===== src/hw/rtl/pbl_pkg.sv =====
// ----------------------------------------------------------------------------
// pbl_pkg
// Shared types and constants of the periodic bell and lamp timer.
// ----------------------------------------------------------------------------
`default_nettype none

package pbl_pkg;

  // configuration port geometry
  localparam int unsigned CFG_IDX_W  = 3;
  localparam int unsigned CFG_DATA_W = 16;

  // register indexes
  localparam logic [CFG_IDX_W-1:0] REG_DEBOUNCE_TICKS  = 3'd0;
  localparam logic [CFG_IDX_W-1:0] REG_TICKS_PER_SEC   = 3'd1;
  localparam logic [CFG_IDX_W-1:0] REG_SECS_PER_MINUTE = 3'd2;
  localparam logic [CFG_IDX_W-1:0] REG_LAMP_MINUTES    = 3'd3;
  localparam logic [CFG_IDX_W-1:0] REG_CYCLE_MINUTES   = 3'd4;
  localparam logic [CFG_IDX_W-1:0] REG_BELL_SECONDS    = 3'd5;

  // register reset values
  localparam logic [7:0]  RST_DEBOUNCE_TICKS  = 8'd50;
  localparam logic [15:0] RST_TICKS_PER_SEC   = 16'd490;
  localparam logic [7:0]  RST_SECS_PER_MINUTE = 8'd60;
  localparam logic [7:0]  RST_LAMP_MINUTES    = 8'd5;
  localparam logic [7:0]  RST_CYCLE_MINUTES   = 8'd30;
  localparam logic [7:0]  RST_BELL_SECONDS    = 8'd10;

  // current register settings, handed from the register file to the core
  typedef struct packed {
    logic [7:0]  debounce_ticks;
    logic [15:0] ticks_per_second;
    logic [7:0]  seconds_per_minute;
    logic [7:0]  lamp_minutes;
    logic [7:0]  cycle_minutes;
    logic [7:0]  bell_seconds;
  } cfg_t;

  // one result
  typedef struct packed {
    logic bell_relay;
    logic lamp_relay;
    logic led_level;
  } result_t;

endpackage

`default_nettype wire


===== src/hw/rtl/pbl_ifs.sv =====
// ----------------------------------------------------------------------------
// pbl_ifs
// Valid/ready channels of the timer: tick input and relay result.
// ----------------------------------------------------------------------------
`default_nettype none

interface pbl_tick_if;
  logic valid;
  logic ready;
  logic button_level;

  modport source (output valid, output button_level, input ready);
  modport sink   (input valid, input button_level, output ready);
endinterface

interface pbl_result_if;
  logic valid;
  logic ready;
  logic bell_relay;
  logic lamp_relay;
  logic led_level;

  modport source (output valid, output bell_relay, output lamp_relay,
                  output led_level, input ready);
  modport sink   (input valid, input bell_relay, input lamp_relay,
                  input led_level, output ready);
endinterface

`default_nettype wire


===== src/hw/rtl/pbl_cfg_regs.sv =====
// ----------------------------------------------------------------------------
// pbl_cfg_regs
// Write-only register file holding the timer settings.
// ----------------------------------------------------------------------------
`default_nettype none

module pbl_cfg_regs
  import pbl_pkg::*;
(
  input  wire logic                  clk,
  input  wire logic                  rst_n,
  input  wire logic                  cfg_we,
  input  wire logic [CFG_IDX_W-1:0]  cfg_idx,
  input  wire logic [CFG_DATA_W-1:0] cfg_wdata,
  output cfg_t                       cfg
);

  cfg_t cfg_r;
  cfg_t cfg_nxt;

  // decode one write; indexes past the last register are dropped
  always_comb begin
    cfg_nxt = cfg_r;
    if (cfg_we) begin
      unique case (cfg_idx)
        REG_DEBOUNCE_TICKS:  cfg_nxt.debounce_ticks     = cfg_wdata[7:0];
        REG_TICKS_PER_SEC:   cfg_nxt.ticks_per_second   = cfg_wdata[15:0];
        REG_SECS_PER_MINUTE: cfg_nxt.seconds_per_minute = cfg_wdata[7:0];
        REG_LAMP_MINUTES:    cfg_nxt.lamp_minutes       = cfg_wdata[7:0];
        REG_CYCLE_MINUTES:   cfg_nxt.cycle_minutes      = cfg_wdata[7:0];
        REG_BELL_SECONDS:    cfg_nxt.bell_seconds       = cfg_wdata[7:0];
        default:             cfg_nxt = cfg_r;
      endcase
    end
  end

  always_ff @(posedge clk) begin
    if (!rst_n) begin
      cfg_r.debounce_ticks     <= RST_DEBOUNCE_TICKS;
      cfg_r.ticks_per_second   <= RST_TICKS_PER_SEC;
      cfg_r.seconds_per_minute <= RST_SECS_PER_MINUTE;
      cfg_r.lamp_minutes       <= RST_LAMP_MINUTES;
      cfg_r.cycle_minutes      <= RST_CYCLE_MINUTES;
      cfg_r.bell_seconds       <= RST_BELL_SECONDS;
    end else begin
      cfg_r <= cfg_nxt;
    end
  end

  assign cfg = cfg_r;

endmodule

`default_nettype wire


===== src/hw/rtl/pbl_core.sv =====
// ----------------------------------------------------------------------------
// pbl_core
// Timer state: debounce, tick/second/minute cascade and relay control.
// ----------------------------------------------------------------------------
`default_nettype none

module pbl_core
  import pbl_pkg::*;
(
  input  wire logic clk,
  input  wire logic rst_n,
  input  wire cfg_t cfg,
  input  wire logic step,          // one tick is processed this cycle
  input  wire logic button_level,
  output result_t   res            // relay and LED levels after this tick
);

  logic [7:0]  deb_cnt_r,   deb_cnt_nxt;
  logic [15:0] tick_cnt_r,  tick_cnt_nxt;
  logic [7:0]  sec_cnt_r,   sec_cnt_nxt;
  logic [7:0]  lamp_cnt_r,  lamp_cnt_nxt;
  logic [7:0]  cyc_cnt_r,   cyc_cnt_nxt;
  logic [7:0]  bell_cnt_r,  bell_cnt_nxt;
  logic        active_r,    active_nxt;
  logic        bell_r,      bell_nxt;
  logic        lamp_r,      lamp_nxt;
  logic        led_r,       led_nxt;

  logic [7:0]  deb_dec;
  logic [15:0] tick_dec;
  logic [7:0]  sec_dec, lamp_dec, cyc_dec, bell_dec;
  logic        press, sec_mark, min_mark, lamp_mark, cyc_mark;
  logic        bell_expire;

  // decrements of every counter
  assign deb_dec  = deb_cnt_r - 8'd1;
  assign tick_dec = tick_cnt_r - 16'd1;
  assign sec_dec  = sec_cnt_r - 8'd1;
  assign lamp_dec = lamp_cnt_r - 8'd1;
  assign cyc_dec  = cyc_cnt_r - 8'd1;
  assign bell_dec = bell_cnt_r - 8'd1;

  // event cascade
  assign press     = button_level && (deb_dec == 8'd0);
  assign sec_mark  = (tick_dec == 16'd0);
  assign min_mark  = sec_mark && (sec_dec == 8'd0);
  assign lamp_mark = min_mark && (lamp_dec == 8'd0);
  assign cyc_mark  = min_mark && (cyc_dec == 8'd0);

  // next state of one tick
  always_comb begin
    // debounce: reload when released or when a press fires
    deb_cnt_nxt  = (button_level && !press) ? deb_dec : cfg.debounce_ticks;

    tick_cnt_nxt = sec_mark ? cfg.ticks_per_second : tick_dec;
    led_nxt      = led_r ^ sec_mark;
    sec_cnt_nxt  = sec_cnt_r;
    lamp_cnt_nxt = lamp_cnt_r;
    cyc_cnt_nxt  = cyc_cnt_r;
    if (sec_mark) begin
      sec_cnt_nxt = min_mark ? cfg.seconds_per_minute : sec_dec;
    end
    if (min_mark) begin
      lamp_cnt_nxt = lamp_mark ? cfg.lamp_minutes : lamp_dec;
      cyc_cnt_nxt  = cyc_mark ? cfg.cycle_minutes : cyc_dec;
    end

    active_nxt   = active_r;
    bell_nxt     = bell_r;
    lamp_nxt     = lamp_r;
    bell_cnt_nxt = bell_cnt_r;
    bell_expire  = 1'b0;

    // cycle mark switches on and masks a lamp mark on the same tick
    if (cyc_mark) begin
      bell_nxt   = 1'b1;
      lamp_nxt   = 1'b1;
      active_nxt = 1'b1;
    end

    // per-second relay work
    if (sec_mark) begin
      if (lamp_mark && !cyc_mark && active_r) begin
        lamp_nxt   = 1'b0;
        active_nxt = 1'b0;
      end
      if (active_nxt) begin
        bell_expire  = (bell_dec == 8'd0);
        bell_cnt_nxt = bell_expire ? cfg.bell_seconds : bell_dec;
        if (bell_expire) begin
          bell_nxt = 1'b0;
        end
      end
    end

    // press reloads the cascade and drops both relays, active flag kept
    if (press) begin
      tick_cnt_nxt = cfg.ticks_per_second;
      sec_cnt_nxt  = cfg.seconds_per_minute;
      lamp_cnt_nxt = cfg.lamp_minutes;
      cyc_cnt_nxt  = cfg.cycle_minutes;
      bell_cnt_nxt = cfg.bell_seconds;
      bell_nxt     = 1'b0;
      lamp_nxt     = 1'b0;
    end
  end

  // counters reset from the register reset values
  always_ff @(posedge clk) begin
    if (!rst_n) begin
      deb_cnt_r  <= RST_DEBOUNCE_TICKS;
      tick_cnt_r <= RST_TICKS_PER_SEC;
      sec_cnt_r  <= RST_SECS_PER_MINUTE;
      lamp_cnt_r <= RST_LAMP_MINUTES;
      cyc_cnt_r  <= RST_CYCLE_MINUTES;
      bell_cnt_r <= RST_BELL_SECONDS;
      active_r   <= 1'b0;
      bell_r     <= 1'b0;
      lamp_r     <= 1'b0;
      led_r      <= 1'b0;
    end else if (step) begin
      deb_cnt_r  <= deb_cnt_nxt;
      tick_cnt_r <= tick_cnt_nxt;
      sec_cnt_r  <= sec_cnt_nxt;
      lamp_cnt_r <= lamp_cnt_nxt;
      cyc_cnt_r  <= cyc_cnt_nxt;
      bell_cnt_r <= bell_cnt_nxt;
      active_r   <= active_nxt;
      bell_r     <= bell_nxt;
      lamp_r     <= lamp_nxt;
      led_r      <= led_nxt;
    end
  end

  assign res.bell_relay = bell_nxt;
  assign res.lamp_relay = lamp_nxt;
  assign res.led_level  = led_nxt;

endmodule

`default_nettype wire


===== src/hw/rtl/periodic_bell_lamp_timer.sv =====
// ----------------------------------------------------------------------------
// periodic_bell_lamp_timer
// Tick-driven bell and lamp relay timer with button debounce.
// ----------------------------------------------------------------------------
// Usage:
//   in_tick carries one transaction per timer tick with the sampled button
//   level. out_res returns exactly one transaction per tick: bell relay,
//   lamp relay and seconds LED levels after that tick.
//   The cfg_ port writes one setting per cycle while cfg_we is high; write
//   only while no tick is in flight.
// Pipeline and throughput:
//   A tick is captured in an input register, processed by the core and its
//   result is loaded into the output register, from which out_res.valid
//   rises. One tick per cycle is sustained while out_res is not stalled;
//   the state update is a single pass through the core between those
//   registers.
// Reset:
//   rst_n low (synchronous) restores the default settings, reloads all
//   counters, clears relays, LED and active flag and empties both stages.
//   in_tick.ready is low during reset.
// Stall:
//   While out_res is stalled the held result stays put and one more tick
//   can wait in the input register; then in_tick.ready drops.
// ----------------------------------------------------------------------------
`default_nettype none

module periodic_bell_lamp_timer
  import pbl_pkg::*;
(
  input  wire logic                  clk,
  input  wire logic                  rst_n,
  pbl_tick_if.sink                   in_tick,
  pbl_result_if.source               out_res,
  input  wire logic                  cfg_we,
  input  wire logic [CFG_IDX_W-1:0]  cfg_idx,
  input  wire logic [CFG_DATA_W-1:0] cfg_wdata
);

  cfg_t    cfg;
  result_t core_res;
  result_t res_r;
  logic    in_valid_r;
  logic    button_r;
  logic    out_valid_r;
  logic    advance;
  logic    step;
  logic    in_fire;

  pbl_cfg_regs u_cfg (
    .clk       (clk),
    .rst_n     (rst_n),
    .cfg_we    (cfg_we),
    .cfg_idx   (cfg_idx),
    .cfg_wdata (cfg_wdata),
    .cfg       (cfg)
  );

  // handshake: output register frees when empty or taken
  assign advance       = !out_valid_r || out_res.ready;
  assign step          = in_valid_r && advance;
  assign in_tick.ready = rst_n && (!in_valid_r || advance);
  assign in_fire       = in_tick.valid && in_tick.ready;

  pbl_core u_core (
    .clk          (clk),
    .rst_n        (rst_n),
    .cfg          (cfg),
    .step         (step),
    .button_level (button_r),
    .res          (core_res)
  );

  // input register
  always_ff @(posedge clk) begin
    if (!rst_n) begin
      in_valid_r <= 1'b0;
    end else if (in_fire) begin
      in_valid_r <= 1'b1;
    end else if (step) begin
      in_valid_r <= 1'b0;
    end
  end

  always_ff @(posedge clk) begin
    if (in_fire) begin
      button_r <= in_tick.button_level;
    end
  end

  // result register
  always_ff @(posedge clk) begin
    if (!rst_n) begin
      out_valid_r <= 1'b0;
    end else if (advance) begin
      out_valid_r <= step;
    end
  end

  always_ff @(posedge clk) begin
    if (step) begin
      res_r <= core_res;
    end
  end

  assign out_res.valid      = out_valid_r;
  assign out_res.bell_relay = res_r.bell_relay;
  assign out_res.lamp_relay = res_r.lamp_relay;
  assign out_res.led_level  = res_r.led_level;

endmodule

`default_nettype wire


===== src/flat_wrapper.sv =====
// flat-port wrapper written by rule: the top's interface ports become plain ports
module periodic_bell_lamp_timer_flat import pbl_pkg::*;
  (clk, rst_n, cfg_we, cfg_idx, cfg_wdata, in_tick_valid, in_tick_button_level, in_tick_ready, out_res_valid, out_res_bell_relay, out_res_lamp_relay, out_res_led_level, out_res_ready);
  pbl_tick_if in_tick_i ();
  pbl_result_if out_res_i ();
  input  wire logic clk;
  input  wire logic rst_n;
  input  wire logic cfg_we;
  input  wire logic [CFG_IDX_W-1:0] cfg_idx;
  input  wire logic [CFG_DATA_W-1:0] cfg_wdata;
  input wire logic [$bits(in_tick_i.valid)-1:0] in_tick_valid;
  input wire logic [$bits(in_tick_i.button_level)-1:0] in_tick_button_level;
  output wire logic [$bits(in_tick_i.ready)-1:0] in_tick_ready;
  output wire logic [$bits(out_res_i.valid)-1:0] out_res_valid;
  output wire logic [$bits(out_res_i.bell_relay)-1:0] out_res_bell_relay;
  output wire logic [$bits(out_res_i.lamp_relay)-1:0] out_res_lamp_relay;
  output wire logic [$bits(out_res_i.led_level)-1:0] out_res_led_level;
  input wire logic [$bits(out_res_i.ready)-1:0] out_res_ready;
  assign in_tick_i.valid = in_tick_valid;
  assign in_tick_i.button_level = in_tick_button_level;
  assign in_tick_ready = in_tick_i.ready;
  assign out_res_valid = out_res_i.valid;
  assign out_res_bell_relay = out_res_i.bell_relay;
  assign out_res_lamp_relay = out_res_i.lamp_relay;
  assign out_res_led_level = out_res_i.led_level;
  assign out_res_i.ready = out_res_ready;
  periodic_bell_lamp_timer u_core (.clk(clk), .rst_n(rst_n), .in_tick(in_tick_i), .out_res(out_res_i), .cfg_we(cfg_we), .cfg_idx(cfg_idx), .cfg_wdata(cfg_wdata));
endmodule

===== config.mk =====
export PLATFORM = sky130hd
export DESIGN_NAME = periodic_bell_lamp_timer_flat
export DESIGN_NICKNAME = d
export VERILOG_FILES = /design/src/hw/rtl/pbl_pkg.sv /design/src/hw/rtl/pbl_ifs.sv /design/src/hw/rtl/pbl_cfg_regs.sv /design/src/hw/rtl/pbl_core.sv /design/src/hw/rtl/periodic_bell_lamp_timer.sv /design/src/flat_wrapper.sv
export SDC_FILE = /design/constraint.sdc
export NUM_CORES = 1
export LEC_CHECK = 0
export BUFFER_PORTS_ARGS = -buffer_cell sky130_fd_sc_hd__buf_2
export CELL_PAD_IN_SITES_DETAIL_PLACEMENT = 1
export CELL_PAD_IN_SITES_GLOBAL_PLACEMENT = 1
export CORE_MARGIN = 4
export CORE_UTILIZATION = 50
export CTS_BUF_LIST = sky130_fd_sc_hd__clkbuf_8
export DETAILED_ROUTE_END_ITERATION = 8
export HOLD_SLACK_MARGIN = 0.08
export PLACE_DENSITY_LB_ADDON = 0.1
export SLEW_MARGIN = 20
export SYNTH_ARGS = -nofsm -noshare
export SYNTH_HDL_FRONTEND = slang
export SYNTH_HIERARCHICAL = 1
export SYNTH_SLANG_ARGS = --single-unit

===== constraint.sdc =====
create_clock -name clk -period 3.92 [get_ports clk]
set_input_delay 0.196 -clock clk [delete_from_list [all_inputs] [get_ports clk]]
set_output_delay 0.196 -clock clk [all_outputs]
set_load 0.02 [all_outputs]

==> metrics.cfg <==
[setup_path]
crit_family=simple AND/OR/NAND/NOR gates
critPathMaxFanout=11
slowest_delay_ns=0.63
end_kind=flop
cp-start-kind=flop
crit_arrival_ns=3.92
cpMaxStageDelayCell=or4_4
crit_path_cell_trace=inv_1 -> ha_1 -> or4b_1 -> nor4_2 -> xor2_1 -> or4_4 -> o31ai_4 -> buf_4 -> nand2_1 -> a311oi_1
path_buf_inv=2
required_ns=4.26
worstSetupPathType=reg -> reg

[clock_network]
cts_buffers=17
clk_pin_slew_ns=0.08
cts_tree=done
cts_root_buffer=clkbuf_8
cts_setup_buffers=0
cts.sinks=122
insertion_delay_ns=0.45
htree_levels=4
cts_buffer_depth=2

[finish]
nNetsFinal=858
finalNonFillerCells=1014
stdcell_area_um2=7870
area_growth_pct=11.7
drive_gt1_frac=0.155
mostFrequentLayoutCell=dfxtp_1
utilization=0.569
layout_common_cells=dfxtp_1, nand2_1, mux2i_1
antennaDiodeCount=0

[global_routing]
grtUsageMet1=0.352
grtUsageMet2=0.461
grtUsageMet3=0.0547
grt.overflow.total=0
grt_max_degree=75
grt-busiest-layer=met2
grt.total_usage=0.273
grt_pass1_wl_um=35200
grt_pass1_vias=6677
antenna_found_initial=0

[routing]
wl_per_cell_um=21.3
vias=6324
drc=0
routed_wl_um=21600
drtAntennaViolNets=0
drt_iter0_drc=578
dr.pass1.iters=5
via_per_inst=6.24

[yosys]
syn-cell-area_um2=7050
synth_cell_types=97
ys_ff_latch=122
synth-async-reset-ratio=0
netlist.area_leader.share=0.335
netlist_top_cells_area=dfxtp_1, mux2i_1, nand2_1
yosysWarnings=6
synth_area_per_cell_um2=8.83
synthCells=798
synth_nets=835
synth_top_cell_by_area=dfxtp_1
synth.yosys.seq_area_share=0.352
synth_edf_count=4
synth_ff_type=dfxtp_1

[placement]
dpl-instance-area_um2=7240
dp.cells=962
place.gp.congestion=0.866
post-dp-hpwl_um=14500
io_buffers=29

[status]
status=complete, no violations

[power]
p_total_mw=2.69
p_leak_nw=3.16
pwr_density_cell_nw_per_um2=342
vdd_drop_max_mv=0.283

[timing]
slew-limit-headroom=0.454
period_share=0.915
fmax_mhz=279
setup_viol=0
tightest_slew_ns=0.808
drv_slew=0
fin_skew_ns=0.0133
hold_viol_final=0
rsz0062_at_grt=no
period_minus_slack_ns=3.59
finalSetupTns_ns=0

[floorplanning]
io_pins=30
die_w_um=127
dieArea_um2=16100
row_count=43
core-area_um2=13800
die_h_um=127
start_util=0.510

[flow_run]
drv_cap=0

[hold_path]
hold_path.class=in -> reg

[logic make-up (layout without fill, tap and decap cells)]
family | Yosys count | count (layout) | synth area share
simple gates | 296 | 296 | 0.232
fa+ha+maj | 12 | 12 | 0.0213
mux | 77 | 77 | 0.112
buf+inv | 93 | 129 | 0.0643
compound gates | 184 | 184 | 0.202
flops | 122 | 122 | 0.352
xor+xnor | 14 | 14 | 0.0174
[metrics by stage]
step | hold slack [ns] | worst slack [ns]
CTS | 0.137 | 0.167
finish | 0.183 | 0.333
floorplan | 0.295 | 0.715
global route | 0.174 | 0.0875
detailed placement | 0.374 | 0.204
global placement | 0.374 | 0.357
[area by class of cell]
type | instances | area (um^2)
Sequential cell | 122 | 2480
Fill cell | 1596 | 5950
Multi-Input combinational cell | 583 | 4140
Tap cell | 180 | 225
Clock buffer | 19 | 262
Timing Repair Buffer | 66 | 488
Inverter | 31 | 116
Clock inverter | 13 | 165
[path summary, 6_finish.rpt]
check                                                              start                                       to  slack [ns]  cells past startpoint
worst min-delay path                                          cfg_idx[2]        u_core/u_cfg/cfg[28]$_SDFFE_PN1P_        0.18                      3
worst max register to register  u_core/u_core/tick_cnt_r[0]$_SDFFE_PN0P_  u_core/u_core/sec_cnt_r[1]$_SDFFE_PN0P_        0.33                     10
worst min register to register         u_core/u_cfg/cfg[34]$_SDFFE_PN0P_        u_core/u_cfg/cfg[34]$_SDFFE_PN0P_        0.47                      2
worst max-delay path            u_core/u_core/tick_cnt_r[0]$_SDFFE_PN0P_  u_core/u_core/sec_cnt_r[1]$_SDFFE_PN0P_        0.33                     10
[timing repair]
action	in CTS	in global routing
hold buffers	20	0
endpoints found under the hold margin	26	0
resized for setup	0	1
endpoints found under the setup margin	0	5
[flip-flops by register name, indices dropped and copies added, names as in the netlist, 8 cells and up]
| register | flops |
|---|---|
| u_core/u_core/deb_cnt_r | 8 |
| u_core/u_core/cyc_cnt_r | 8 |
| u_core/u_core/lamp_cnt_r | 8 |
| u_core/u_core/sec_cnt_r | 8 |
| u_core/u_core/bell_cnt_r | 8 |
| u_core/u_cfg/cfg | 56 |
| u_core/u_core/tick_cnt_r | 16 |
[worst register-to-register path: stages (launching register included)]
cell and delay, ns:
dfxtp_1 0.40, inv_1 0.14, ha_1 0.33, or4b_1 0.59, nor4_2 0.28, xor2_1 0.17
or4_4 0.63, o31ai_4 0.30, buf_4 0.23, nand2_1 0.08, a311oi_1 0.33
[routing by layer]
layer  part of all wire  wire length (um)
met1               0.44              9590
met2               0.49             10700
met3              0.046               989
met4              0.016               350
met5                  0                 0
[report_power, final]
part	internal [mW]	switching, mW
Sequential	1.27	0.0224
Clock	0.668	0.554
Combinational	0.0706	0.114
Total	2.00	0.690
[synth_stat cells (4+ instances only)]
cell and instances:
edfxtp_1 4, a32o_1 5, clkbuf_1 28, a22oi_1 8, mux2i_1 71, nand4b_1 5, a211oi_1 11, or3_1 6
xor2_1 7, o21a_1 7, o21ai_0 32, buf_2 20, nand2b_1 7, nor2_1 36, and3_1 5, ha_1 12
a31oi_1 5, a221oi_1 6, dfxtp_1 118, nor3_2 4, or4_1 8, xnor2_1 7, nor3_1 24, nor2b_1 35
nor3b_1 4, nand2_1 95, o211ai_1 10, or2_2 5, a32oi_1 10, nand4_1 6, a21oi_1 27, buf_6 7
buf_4 7, inv_1 30, o32ai_1 4, o31ai_1 5, o21ai_1 4, nand3_1 17, nor4_1 8
(Power assumes the default switching activity.)
